`src/sv/cre_pkg.sv`:
```
// ----------------------------------------------------------------------------
// cre_pkg: shared types and constants of the Catmull-Rom key evaluator
// Item structs for both channels, field widths, command and register codes.
// ----------------------------------------------------------------------------
package cre_pkg;

    localparam int COMP_W    = 24;   // one key component, signed Q7.16
    localparam int KEY_COMPS = 4;    // components per key, keys per blend
    localparam int IDX_W     = 4;
    localparam int SEG_W     = 4;
    localparam int FRAC_IN_W = 16;
    localparam int KCNT_W    = 5;
    localparam int CNT_W     = 4;
    localparam int MIN_KEYS  = 4;
    localparam int SEG_STEPS = 3;    // 15 - 3*4 < 4, so three subtractions suffice
    localparam int PADDR_W   = 3;
    localparam int PDATA_W   = 32;
    localparam int REG_IDX_W = PADDR_W - 2;

    localparam int COMP_MAX = 8388607;
    localparam int COMP_MIN = -8388608;

    localparam logic CMD_LOAD = 1'b0;
    localparam logic CMD_EVAL = 1'b1;

    localparam logic [REG_IDX_W-1:0] REG_KEY_COUNT = 1'b0;
    localparam logic [REG_IDX_W-1:0] REG_ORIENT    = 1'b1;

    localparam logic [KCNT_W-1:0] KEY_COUNT_RST = 5'd4;

    typedef logic signed [COMP_W-1:0] comp_t;
    typedef comp_t [KEY_COMPS-1:0] key_row_t;

    typedef struct packed {
        logic                 cmd;
        logic [IDX_W-1:0]     key_index;
        logic signed [23:0]   key_c0;
        logic signed [23:0]   key_c1;
        logic signed [23:0]   key_c2;
        logic signed [23:0]   key_c3;
        logic [SEG_W-1:0]     segment;
        logic [FRAC_IN_W-1:0] frac_u;
    } in_item_t;

    typedef struct packed {
        logic signed [23:0] out_c0;
        logic signed [23:0] out_c1;
        logic signed [23:0] out_c2;
        logic signed [23:0] out_c3;
        logic               clipped;
    } out_item_t;

endpackage

```
`src/sv/cre_ram.sv`:
```
// ----------------------------------------------------------------------------
// cre_ram: generic single-write, single-read RAM
// One write port and one read port; the read data is registered.
// ----------------------------------------------------------------------------
module cre_ram #(
    parameter int WIDTH = 96,
    parameter int DEPTH = 16
) (
    input  logic                     clk,
    input  logic                     we,
    input  logic [$clog2(DEPTH)-1:0] waddr,
    input  logic [WIDTH-1:0]         wdata,
    input  logic [$clog2(DEPTH)-1:0] raddr,
    output logic [WIDTH-1:0]         rdata
);

    logic [WIDTH-1:0] mem_array [DEPTH];
    logic [WIDTH-1:0] rd_data_reg;

    always_ff @(posedge clk) begin
        if (we) begin
            mem_array[waddr] <= wdata;
        end
        rd_data_reg <= mem_array[raddr];
    end

    assign rdata = rd_data_reg;

endmodule

```
`src/sv/catmull_rom_key_evaluator.sv`:
```
// ----------------------------------------------------------------------------
// catmull_rom_key_evaluator: closed-loop uniform Catmull-Rom key evaluator
// Stores keyframes of four Q7.16 components and blends four neighboring
// keys with the Catmull-Rom basis, optionally with quaternion sign alignment.
// ----------------------------------------------------------------------------
// Usage. Items arrive on the s_ channel as in_item_t. A load item (cmd low)
// writes one key into the key RAM in the cycle of its transfer and produces
// no result; loads can follow each other in every cycle. An evaluate item
// (cmd high) blends keys segment-1 .. segment+2 (wrapping over key_count)
// and produces one out_item_t transfer on the m_ channel.
// Steps of an evaluate: the four keys are read while u^2 and u^3 are formed,
// the dot products follow in quaternion mode, then the blend products; the
// multiply-accumulate pipeline drains and the output register is loaded.
// The result is presented on m_valid in the same cycle as s_ready returns.
// Each step is paced by the single shared multiplier, which handles one
// product per cycle. s_ready is low while an evaluate is in progress. The
// output register holds a finished result while the receiver stalls; new
// items are still taken, and a following evaluate waits in its last step
// until the register is free. Reset (aresetn low, synchronous) returns the
// sequencer to idle, drops m_valid and restores key_count to 4 and position
// mode. The key RAM is not cleared: keys must be loaded before they are used.
// Configuration is written over the APB-style port; the user must write it
// only while the block is idle, which the block itself does not enforce.
// ----------------------------------------------------------------------------
module catmull_rom_key_evaluator
    import cre_pkg::*;
#(
    parameter int MAX_KEYS  = 16,
    parameter int FRAC_BITS = 16
) (
    input  logic               aclk,
    input  logic               aresetn,
    // input item channel
    input  logic               s_valid,
    output logic               s_ready,
    input  in_item_t           s_data,
    // result channel
    output logic               m_valid,
    input  logic               m_ready,
    output out_item_t          m_data,
    // configuration port
    input  logic               psel,
    input  logic               penable,
    input  logic               pwrite,
    input  logic [PADDR_W-1:0] paddr,
    input  logic [PDATA_W-1:0] pwdata,
    output logic [PDATA_W-1:0] prdata,
    output logic               pready
);

    localparam int AW     = $clog2(MAX_KEYS);
    localparam int F      = FRAC_BITS;
    localparam int HW     = F + 3;          // doubled basis weights, signed
    localparam int HX     = F + 4;          // headroom while forming them
    localparam int MUL_W  = (F + 3 > COMP_W) ? F + 3 : COMP_W;
    localparam int PROD_W = 2 * MUL_W;
    localparam int ACC_W  = PROD_W + 2;

    localparam logic [CNT_W-1:0] PREP_LAST  = CNT_W'(KEY_COMPS);
    localparam logic [CNT_W-1:0] DOT_LAST   = CNT_W'(KEY_COMPS * (KEY_COMPS - 1) - 1);
    localparam logic [CNT_W-1:0] BLEND_LAST = CNT_W'(KEY_COMPS * KEY_COMPS - 1);
    localparam logic [CNT_W-1:0] WAIT_LAST  = CNT_W'(1);
    localparam logic [1:0]       SUB_LAST   = 2'(KEY_COMPS - 1);

    localparam logic [2:0] ST_IDLE  = 3'd0;
    localparam logic [2:0] ST_PREP  = 3'd1;
    localparam logic [2:0] ST_DOT   = 3'd2;
    localparam logic [2:0] ST_BLEND = 3'd3;
    localparam logic [2:0] ST_WAIT  = 3'd4;
    localparam logic [2:0] ST_OUT   = 3'd5;

    // ------------------------------------------------------------------
    // Configuration registers
    // ------------------------------------------------------------------
    logic [KCNT_W-1:0]    key_count_reg, key_count_next;
    logic                 orient_reg, orient_next;
    logic [REG_IDX_W-1:0] reg_idx;
    logic                 cfg_wr;

    assign reg_idx = paddr[PADDR_W-1:2];
    assign cfg_wr  = psel && penable && pwrite;
    assign pready  = 1'b1;

    always_comb begin
        key_count_next = key_count_reg;
        orient_next    = orient_reg;
        if (cfg_wr) begin
            case (reg_idx)
                REG_KEY_COUNT: key_count_next = pwdata[KCNT_W-1:0];
                REG_ORIENT:    orient_next    = pwdata[0];
                default: ;
            endcase
        end
    end

    always_comb begin
        case (reg_idx)
            REG_KEY_COUNT: prdata = PDATA_W'(key_count_reg);
            REG_ORIENT:    prdata = PDATA_W'(orient_reg);
            default:       prdata = '0;
        endcase
    end

    // ------------------------------------------------------------------
    // Effective loop length and the first key of the window
    // ------------------------------------------------------------------
    logic [KCNT_W-1:0] k_eff;
    logic [KCNT_W-1:0] seg_mod;
    logic [KCNT_W-1:0] idx_first;
    logic [KCNT_W-1:0] idx_reg, idx_next, idx_inc;

    // Out-of-range key counts are clamped into the supported range.
    always_comb begin
        if (key_count_reg < KCNT_W'(MIN_KEYS)) begin
            k_eff = KCNT_W'(MIN_KEYS);
        end else if (int'(key_count_reg) > MAX_KEYS) begin
            k_eff = KCNT_W'(MAX_KEYS);
        end else begin
            k_eff = key_count_reg;
        end
    end

    // The segment is at most 15 and the loop at least 4 keys long, so a few
    // conditional subtractions reduce it modulo the loop length.
    always_comb begin
        seg_mod = KCNT_W'(s_data.segment);
        for (int i = 0; i < SEG_STEPS; i++) begin
            if (seg_mod >= k_eff) begin
                seg_mod = seg_mod - k_eff;
            end
        end
        idx_first = (seg_mod == '0) ? k_eff - KCNT_W'(1) : seg_mod - KCNT_W'(1);
    end

    assign idx_inc = (idx_reg + KCNT_W'(1) == k_eff) ? '0 : idx_reg + KCNT_W'(1);

    // ------------------------------------------------------------------
    // Key RAM
    // ------------------------------------------------------------------
    logic             in_xfer;
    logic             ram_we;
    key_row_t         ram_wdata;
    logic [4*COMP_W-1:0] ram_rdata;

    assign in_xfer   = s_valid && s_ready;
    // A load to a slot beyond the store is dropped.
    assign ram_we    = in_xfer && (s_data.cmd == CMD_LOAD)
                       && (int'(s_data.key_index) < MAX_KEYS);
    assign ram_wdata = {s_data.key_c3, s_data.key_c2, s_data.key_c1, s_data.key_c0};

    cre_ram #(
        .WIDTH (4 * COMP_W),
        .DEPTH (MAX_KEYS)
    ) u_key_ram (
        .clk   (aclk),
        .we    (ram_we),
        .waddr (AW'(s_data.key_index)),
        .wdata (ram_wdata),
        .raddr (AW'(idx_reg)),
        .rdata (ram_rdata)
    );

    // ------------------------------------------------------------------
    // Sequencer
    // ------------------------------------------------------------------
    logic [2:0]       state_reg, state_next;
    logic [CNT_W-1:0] cnt_reg, cnt_next;
    logic             m_valid_reg, m_valid_next;
    logic             out_load;

    assign s_ready  = (state_reg == ST_IDLE);
    assign out_load = (state_reg == ST_OUT) && (!m_valid_reg || m_ready);

    always_comb begin
        state_next = state_reg;
        cnt_next   = cnt_reg;
        idx_next   = idx_reg;
        case (state_reg)
            ST_IDLE: begin
                if (in_xfer && s_data.cmd == CMD_EVAL) begin
                    state_next = ST_PREP;
                    cnt_next   = '0;
                    idx_next   = idx_first;
                end
            end
            ST_PREP: begin
                idx_next = idx_inc;
                cnt_next = cnt_reg + CNT_W'(1);
                if (cnt_reg == PREP_LAST) begin
                    cnt_next   = '0;
                    state_next = orient_reg ? ST_DOT : ST_BLEND;
                end
            end
            ST_DOT: begin
                cnt_next = cnt_reg + CNT_W'(1);
                if (cnt_reg == DOT_LAST) begin
                    cnt_next   = '0;
                    state_next = ST_BLEND;
                end
            end
            ST_BLEND: begin
                cnt_next = cnt_reg + CNT_W'(1);
                if (cnt_reg == BLEND_LAST) begin
                    cnt_next   = '0;
                    state_next = ST_WAIT;
                end
            end
            ST_WAIT: begin
                cnt_next = cnt_reg + CNT_W'(1);
                if (cnt_reg == WAIT_LAST) begin
                    cnt_next   = '0;
                    state_next = ST_OUT;
                end
            end
            ST_OUT: begin
                if (out_load) begin
                    state_next = ST_IDLE;
                end
            end
            default: begin
                state_next = ST_IDLE;
            end
        endcase
    end

    always_comb begin
        m_valid_next = m_valid_reg;
        if (out_load) begin
            m_valid_next = 1'b1;
        end else if (m_ready) begin
            m_valid_next = 1'b0;
        end
    end

    // ------------------------------------------------------------------
    // Datapath registers
    // ------------------------------------------------------------------
    logic [F-1:0]           u_reg, u2_reg, u3_reg;
    key_row_t               p_reg [KEY_COMPS];
    logic signed [HW-1:0]   h_reg [KEY_COMPS];
    logic [KEY_COMPS-1:0]   neg_reg;
    comp_t                  res_reg [KEY_COMPS];
    logic                   clip_reg;
    out_item_t              m_data_reg;

    // Shared multiplier operands and the tag of the issued product.
    logic signed [MUL_W-1:0]  mul_a, mul_b;
    logic signed [PROD_W-1:0] prod_reg;
    logic                     iss_v, iss_first, iss_last, iss_neg, iss_dot;
    logic [1:0]               iss_grp;
    logic                     v1_reg, first1_reg, last1_reg, neg1_reg, dot1_reg;
    logic [1:0]               grp1_reg;
    logic                     fin_reg, fdot_reg;
    logic [1:0]               fgrp_reg;

    // The multiplier is shared by four kinds of work. While the keys are
    // read it forms u*u and then u2*u. In quaternion mode the dot products
    // of neighboring keys pass through it: rows 0 and 1 always hold the
    // pair, and the rows rotate after each pair. Last come the blend terms,
    // one component at a time over the four keys.
    always_comb begin
        mul_a     = '0;
        mul_b     = '0;
        iss_v     = 1'b0;
        iss_first = 1'b0;
        iss_last  = 1'b0;
        iss_neg   = 1'b0;
        iss_dot   = 1'b0;
        iss_grp   = '0;
        case (state_reg)
            ST_PREP: begin
                if (cnt_reg == CNT_W'(0)) begin
                    mul_a = MUL_W'(u_reg);
                    mul_b = MUL_W'(u_reg);
                end else if (cnt_reg == CNT_W'(2)) begin
                    mul_a = MUL_W'(u2_reg);
                    mul_b = MUL_W'(u_reg);
                end
            end
            ST_DOT: begin
                mul_a     = MUL_W'(p_reg[0][cnt_reg[1:0]]);
                mul_b     = MUL_W'(p_reg[1][cnt_reg[1:0]]);
                iss_v     = 1'b1;
                iss_first = (cnt_reg[1:0] == 2'd0);
                iss_last  = (cnt_reg[1:0] == SUB_LAST);
                iss_dot   = 1'b1;
                iss_grp   = cnt_reg[3:2] + 2'd1;
            end
            ST_BLEND: begin
                mul_a     = MUL_W'(p_reg[cnt_reg[1:0]][cnt_reg[3:2]]);
                mul_b     = MUL_W'(h_reg[cnt_reg[1:0]]);
                iss_v     = 1'b1;
                iss_first = (cnt_reg[1:0] == 2'd0);
                iss_last  = (cnt_reg[1:0] == SUB_LAST);
                iss_neg   = neg_reg[cnt_reg[1:0]];
                iss_grp   = cnt_reg[3:2];
            end
            default: ;
        endcase
    end

    // Rounded square and cube of u, half up.
    logic [PROD_W-1:0] u_rnd_wide;
    logic [F-1:0]      u_rnd;

    assign u_rnd_wide = PROD_W'(prod_reg) + (PROD_W'(1) << (F - 1));
    assign u_rnd      = u_rnd_wide[F +: F];

    // Doubled Catmull-Rom basis weights in units of 2^-F.
    logic signed [HX-1:0] su, s2, s3, two;
    logic signed [HX-1:0] hx [KEY_COMPS];

    always_comb begin
        su    = HX'(u_reg);
        s2    = HX'(u2_reg);
        s3    = HX'(u3_reg);
        two   = HX'(1) <<< (F + 1);
        hx[0] = (s2 <<< 1) - s3 - su;
        hx[1] = (s3 <<< 1) + s3 - ((s2 <<< 2) + s2) + two;
        hx[2] = (s2 <<< 2) + su - ((s3 <<< 1) + s3);
        hx[3] = s3 - s2;
    end

    // Accumulator: the first term of a sum replaces the old value; a term
    // of a sign-flipped key is subtracted.
    logic signed [ACC_W-1:0] acc_reg, acc_base, acc_term, acc_next;

    always_comb begin
        acc_base = first1_reg ? '0 : acc_reg;
        acc_term = ACC_W'(prod_reg);
        acc_next = neg1_reg ? acc_base - acc_term : acc_base + acc_term;
    end

    // Result of a finished sum: round half up, scale down, saturate.
    logic signed [ACC_W-1:0] acc_rnd, acc_shd;
    comp_t                   fin_val;
    logic                    fin_clip;
    logic                    acc_pos, acc_neg;

    always_comb begin
        acc_rnd  = acc_reg + (ACC_W'(1) <<< F);
        acc_shd  = acc_rnd >>> (F + 1);
        fin_clip = 1'b1;
        if (acc_shd > ACC_W'(COMP_MAX)) begin
            fin_val = COMP_W'(COMP_MAX);
        end else if (acc_shd < ACC_W'(COMP_MIN)) begin
            fin_val = COMP_W'(COMP_MIN);
        end else begin
            fin_val  = acc_shd[COMP_W-1:0];
            fin_clip = 1'b0;
        end
        acc_neg = acc_reg[ACC_W-1];
        acc_pos = !acc_reg[ACC_W-1] && (acc_reg != '0);
    end

    always_ff @(posedge aclk) begin
        prod_reg   <= mul_a * mul_b;
        first1_reg <= iss_first;
        last1_reg  <= iss_last;
        neg1_reg   <= iss_neg;
        dot1_reg   <= iss_dot;
        grp1_reg   <= iss_grp;
        fdot_reg   <= dot1_reg;
        fgrp_reg   <= grp1_reg;

        if (v1_reg) begin
            acc_reg <= acc_next;
        end

        if (state_reg == ST_IDLE && in_xfer) begin
            u_reg    <= F'(s_data.frac_u);
            neg_reg  <= '0;
            clip_reg <= 1'b0;
        end

        if (state_reg == ST_PREP) begin
            if (cnt_reg == CNT_W'(1)) begin
                u2_reg <= u_rnd;
            end
            if (cnt_reg == CNT_W'(3)) begin
                u3_reg <= u_rnd;
            end
            if (cnt_reg != CNT_W'(0)) begin
                p_reg[cnt_reg[1:0] - 2'd1] <= ram_rdata;
            end
            if (cnt_reg == PREP_LAST) begin
                for (int i = 0; i < KEY_COMPS; i++) begin
                    h_reg[i] <= HW'(hx[i]);
                end
            end
        end

        // Rotate the key rows after each dot-product pair; after the last
        // pair a double step brings them back into window order.
        if (state_reg == ST_DOT && cnt_reg[1:0] == SUB_LAST) begin
            for (int j = 0; j < KEY_COMPS; j++) begin
                if (cnt_reg == DOT_LAST) begin
                    p_reg[j] <= p_reg[(j + 2) % KEY_COMPS];
                end else begin
                    p_reg[j] <= p_reg[(j + 1) % KEY_COMPS];
                end
            end
        end

        if (fin_reg) begin
            if (fdot_reg) begin
                // The dot is taken with the stored keys, so a flipped
                // predecessor flips the sign test.
                neg_reg[fgrp_reg] <= neg_reg[fgrp_reg - 2'd1] ? acc_pos : acc_neg;
            end else begin
                res_reg[fgrp_reg] <= fin_val;
                clip_reg          <= clip_reg | fin_clip;
            end
        end

        if (out_load) begin
            m_data_reg.out_c0  <= res_reg[0];
            m_data_reg.out_c1  <= res_reg[1];
            m_data_reg.out_c2  <= res_reg[2];
            m_data_reg.out_c3  <= res_reg[3];
            m_data_reg.clipped <= clip_reg;
        end
    end

    always_ff @(posedge aclk) begin
        if (!aresetn) begin
            state_reg     <= ST_IDLE;
            cnt_reg       <= '0;
            idx_reg       <= '0;
            m_valid_reg   <= 1'b0;
            v1_reg        <= 1'b0;
            fin_reg       <= 1'b0;
            key_count_reg <= KEY_COUNT_RST;
            orient_reg    <= 1'b0;
        end else begin
            state_reg     <= state_next;
            cnt_reg       <= cnt_next;
            idx_reg       <= idx_next;
            m_valid_reg   <= m_valid_next;
            v1_reg        <= iss_v;
            fin_reg       <= v1_reg && last1_reg;
            key_count_reg <= key_count_next;
            orient_reg    <= orient_next;
        end
    end

    assign m_valid = m_valid_reg;
    assign m_data  = m_data_reg;

endmodule

```
`config.mk`:
```
export PLATFORM = sky130hd
export DESIGN_NAME = catmull_rom_key_evaluator
export DESIGN_NICKNAME = d
export VERILOG_FILES = /design/src/sv/cre_pkg.sv /design/src/sv/cre_ram.sv /design/src/sv/catmull_rom_key_evaluator.sv
export SDC_FILE = /design/constraint.sdc
export NUM_CORES = 2
export LEC_CHECK = 0
export BUFFER_PORTS_ARGS = -buffer_cell sky130_fd_sc_hd__buf_2
export CORE_MARGIN = 1
export CORE_UTILIZATION = 60
export DETAILED_ROUTE_END_ITERATION = 16
export HOLD_SLACK_MARGIN = 0.02
export PLACE_DENSITY = 0.79
export SYNTH_ARGS = -nofsm -noshare
export SYNTH_HDL_FRONTEND = slang
export SYNTH_SLANG_ARGS = --single-unit
```
`constraint.sdc`:
```
create_clock -name aclk -period 12.95 [get_ports aclk]
set_clock_uncertainty 0.1 [all_clocks]
set_input_delay 1.295 -clock aclk [delete_from_list [all_inputs] [get_ports aclk]]
set_output_delay 1.295 -clock aclk [all_outputs]
set_load 0.1 [all_outputs]
```
==> impl_metrics.tcl <==
set metrics [dict create \
    cts_resized 0 \
    cp.arrival_ns 11.96 \
    synthTopCellsByArea "edfxtp_1 53%, mux4_2 11%, fa_1 10%" \
    ys_ff_latch 2464 \
    synth_warnings 0 \
    syn_area_per_cell_sq_um 15.00 \
    die_height_microns 465.1 \
    net-switching-power_uw 5139 \
    switching_share_pct 26.32 \
    dr.first_iter.drc_count 8488 \
    io_buffers 237 \
    grtUsageTotal_pct 30.41 \
    die_area_sq_mm 0.2163 \
    slowest_delay_ns 0.71 \
    hold_buffers 0 \
    layout_commonest_cell "edfxtp_1" \
    netlist-cell-type-count 86 \
    die_w_microns 465.1 \
    postRouteAntennaNets 0 \
    syn_area_sq_mm 0.1287 \
    grt_remaining_overflow 0 \
    num_io_pins 295 \
    power_density_mw_per_mm2 138.2 \
    dr.pass1.iters 8 \
    postLayoutCoreUtil_pct 66.47 \
    synth_mux_area_share_pct 14.83 \
    drive_gt1_share_pct 16.51 \
    r2r-end "prod_reg[44]$_DFF_P_" \
    wl_microns 326700 \
    hold_start "dot1_reg$_DFF_P_" \
    cts_max_path_buffers 3 \
    final_cell_mix "2283 x edfxtp_1, 841 x inv_1, 649 x fa_1" \
    p_int_uw 14380 \
    rsz0062_at_grt "false" \
    wl_per_cell_microns 27.63 \
    synth_top_family_by_area "multiplexers" \
    cts_root_buf "clkbuf_16" \
    synthDominantAreaCellType "edfxtp_1" \
    hpwlAfterDp_microns 199700 \
    cp-end-kind "flop" \
    drc 0 \
    ys.flop_type "edfxtp_1" \
    startpoint "state_reg[0]$_SDFFE_PN0P_" \
    cp_common_cell "fa_1" \
    synthSimpleGateAreaFrac_pct 5.014 \
    path_clk_slew_ns 0.07 \
    final_nets 9915 \
    met2_usage_pct 50.18 \
    drv_slew 0 \
    status "complete, no violations" \
    fp-row-count 169 \
    h-tree-depth 4 \
    clock-sinks 2464 \
    synth-xor-area-share_pct 1.879 \
    maxCapViolCount 0 \
    max_freq_mhz 88.64 \
    via_per_inst 6.428 \
    required_ns 13.62 \
    ir_worst_vdd_v 0.0002027 \
    use_met1_pct 38.26 \
    synth_compound_area_share_pct 5.035 \
    synth_top_area_share_pct 53.28 \
    clock_latency_ns 0.93 \
    use_met3_pct 6.153 \
    finalHoldViolCount 0 \
    regToRegSetupSlack_ns 1.67 \
    hold_depth 0 \
    hp-class "reg2reg" \
    busiest_layer "met2" \
    vias 76020 \
    slew-limit-headroom_pct 12.64 \
    ys_seq_area_share_pct 56.09 \
    largest_reg_flops 1536 \
    synth-edff-count 2283 \
    gp_congestion 0.9339 \
    cts_tree "yes" \
    crit_type "reg2reg" \
    fin_setup_tns_ns 0 \
    grt_max_degree 262 \
    worstMarginPinSlew_ns 1.303 \
    hold_end "fdot_reg$_DFF_P_" \
    p_comb_share_pct 15.2 \
    fin_hold_ws_ns 0.2296 \
    final.period_utilization_pct 87.12 \
    pwr-share-clk_pct 36.8 \
    post-cts-setup-buffer-count 0 \
    numCtsBuffers 238 \
    antenna_found_initial 29 \
    r2r_start "state_reg[0]$_SDFFE_PN0P_" \
    grt_pass1_vias 78950 \
    leakagePower_uw 0.05025 \
    postSynthCellCount 8578 \
    fin_crit_ns 11.28 \
    area_growth_pct 9.772 \
    worst-r2r-cell-count 30 \
    core_sq_mm 0.2125 \
    crit_fanout 21 \
    startpoint_type "flop" \
    async_flop_share_pct 0 \
    slowest_stage "fa_1" \
    setup_viol 0 \
    synth-adder-area-share_pct 13.32 \
    initial_core_util_pct 60.55 \
    seqPwrFrac_pct 48.0 \
    grt_pass1_wl_microns 490800 \
]
-- metrics by stage --
stage	instance area, sq um	power, uW	setup WS (ns)	cells
6_report	141300	19520	1.668	11830
5_1_grt	141200	20100	1.261	11820
4_1_cts	141200	19560	1.931	11810
3_5_place_dp	133000	12410	1.974	11350
3_3_place_gp	133000	12300	2.061	11350
2_1_floorplan	128800	11520	2.920	8604
-- logic make-up (layout without fill, tap and decap cells) --
kind of cell / after synthesis / after routing
buf+inv: 1270 / 1652
xor+xnor: 276 / 276
mux: 1104 / 1104
compound gates: 1078 / 1078
other cells: 2 / 47
fa+ha+maj: 980 / 980
flops: 2464 / 2464
simple gates: 1404 / 1404
-- how the worst max path moves through the flow --
stage,to,cells past startpoint
6_report,prod_reg[44]$_DFF_P_,30
3_5_place_dp,prod_reg[44]$_DFF_P_,30
3_3_place_gp,prod_reg[44]$_DFF_P_,30
5_1_grt,prod_reg[44]$_DFF_P_,30
2_1_floorplan,u_key_ram.mem_array[0][0]$_DFFE_PP_,6
4_1_cts,prod_reg[44]$_DFF_P_,30
-- power by group through the flow --
stage	Clock [uW]	Sequential, uW	Combinational (uW)
after floorplan	0	9290	2240
after global placement	0	9530	2770
after global routing	7520	9360	3210
after detailed placement	0	9530	2880
final	7180	9370	2970
after CTS	7240	9370	2950
-- critical path, delay by kind of cell (launching register included) --
kind	cells	cell delay [ns]
compound gates	11	2.78
xor+xnor	1	0.13
fa+ha+maj	8	4.26
buf+inv	7	1.47
flops	1	0.65
simple gates	3	1.74
-- final cells by class --
class / count / area, sq um
antenna: 19 / 47.55
clock buffer: 309 / 6464
clock inverter: 145 / 1699
fill: 13920 / 71260
inverter: 844 / 3168
multi-input combinational: 4870 / 51910
sequential: 2464 / 72210
tap: 2821 / 3530
timing repair buffer: 354 / 2227
-- synthesized netlist by cell type (7+ instances only) --
cell	n
xor2_1	84
xnor2_1	192
nor2b_1	80
nand2_1	547
nor2_1	371
a31o_2	7
clkbuf_1	306
o21ai_1	12
nand4_1	30
mux4_2	641
a221o_1	10
o21ai_0	136
o211ai_1	18
edfxtp_1	2283
a21o_1	88
buf_2	34
mux2_2	12
a22oi_1	27
ha_1	331
or3_1	15
or2_2	18
nand3_1	63
nor3_1	54
fa_1	649
inv_1	842
o221a_2	15
a21oi_1	582
a31oi_1	29
and2_1	93
buf_4	29
dfxtp_1	181
o21bai_1	23
buf_1	54
nor4_1	19
mux2i_1	451
a221oi_1	7
and3_1	41
a211oi_1	20
nand2b_1	33
o31ai_1	7
o22ai_1	9
o21a_1	22
-- layer usage --
metal	vias up	wire length [microns]
met3	960	30480
met5	-	86
li1	32010	-
met2	4408	160400
met1	38630	117100
met4	14	18610
No activity file was read; power rests on OpenSTA's default activity.
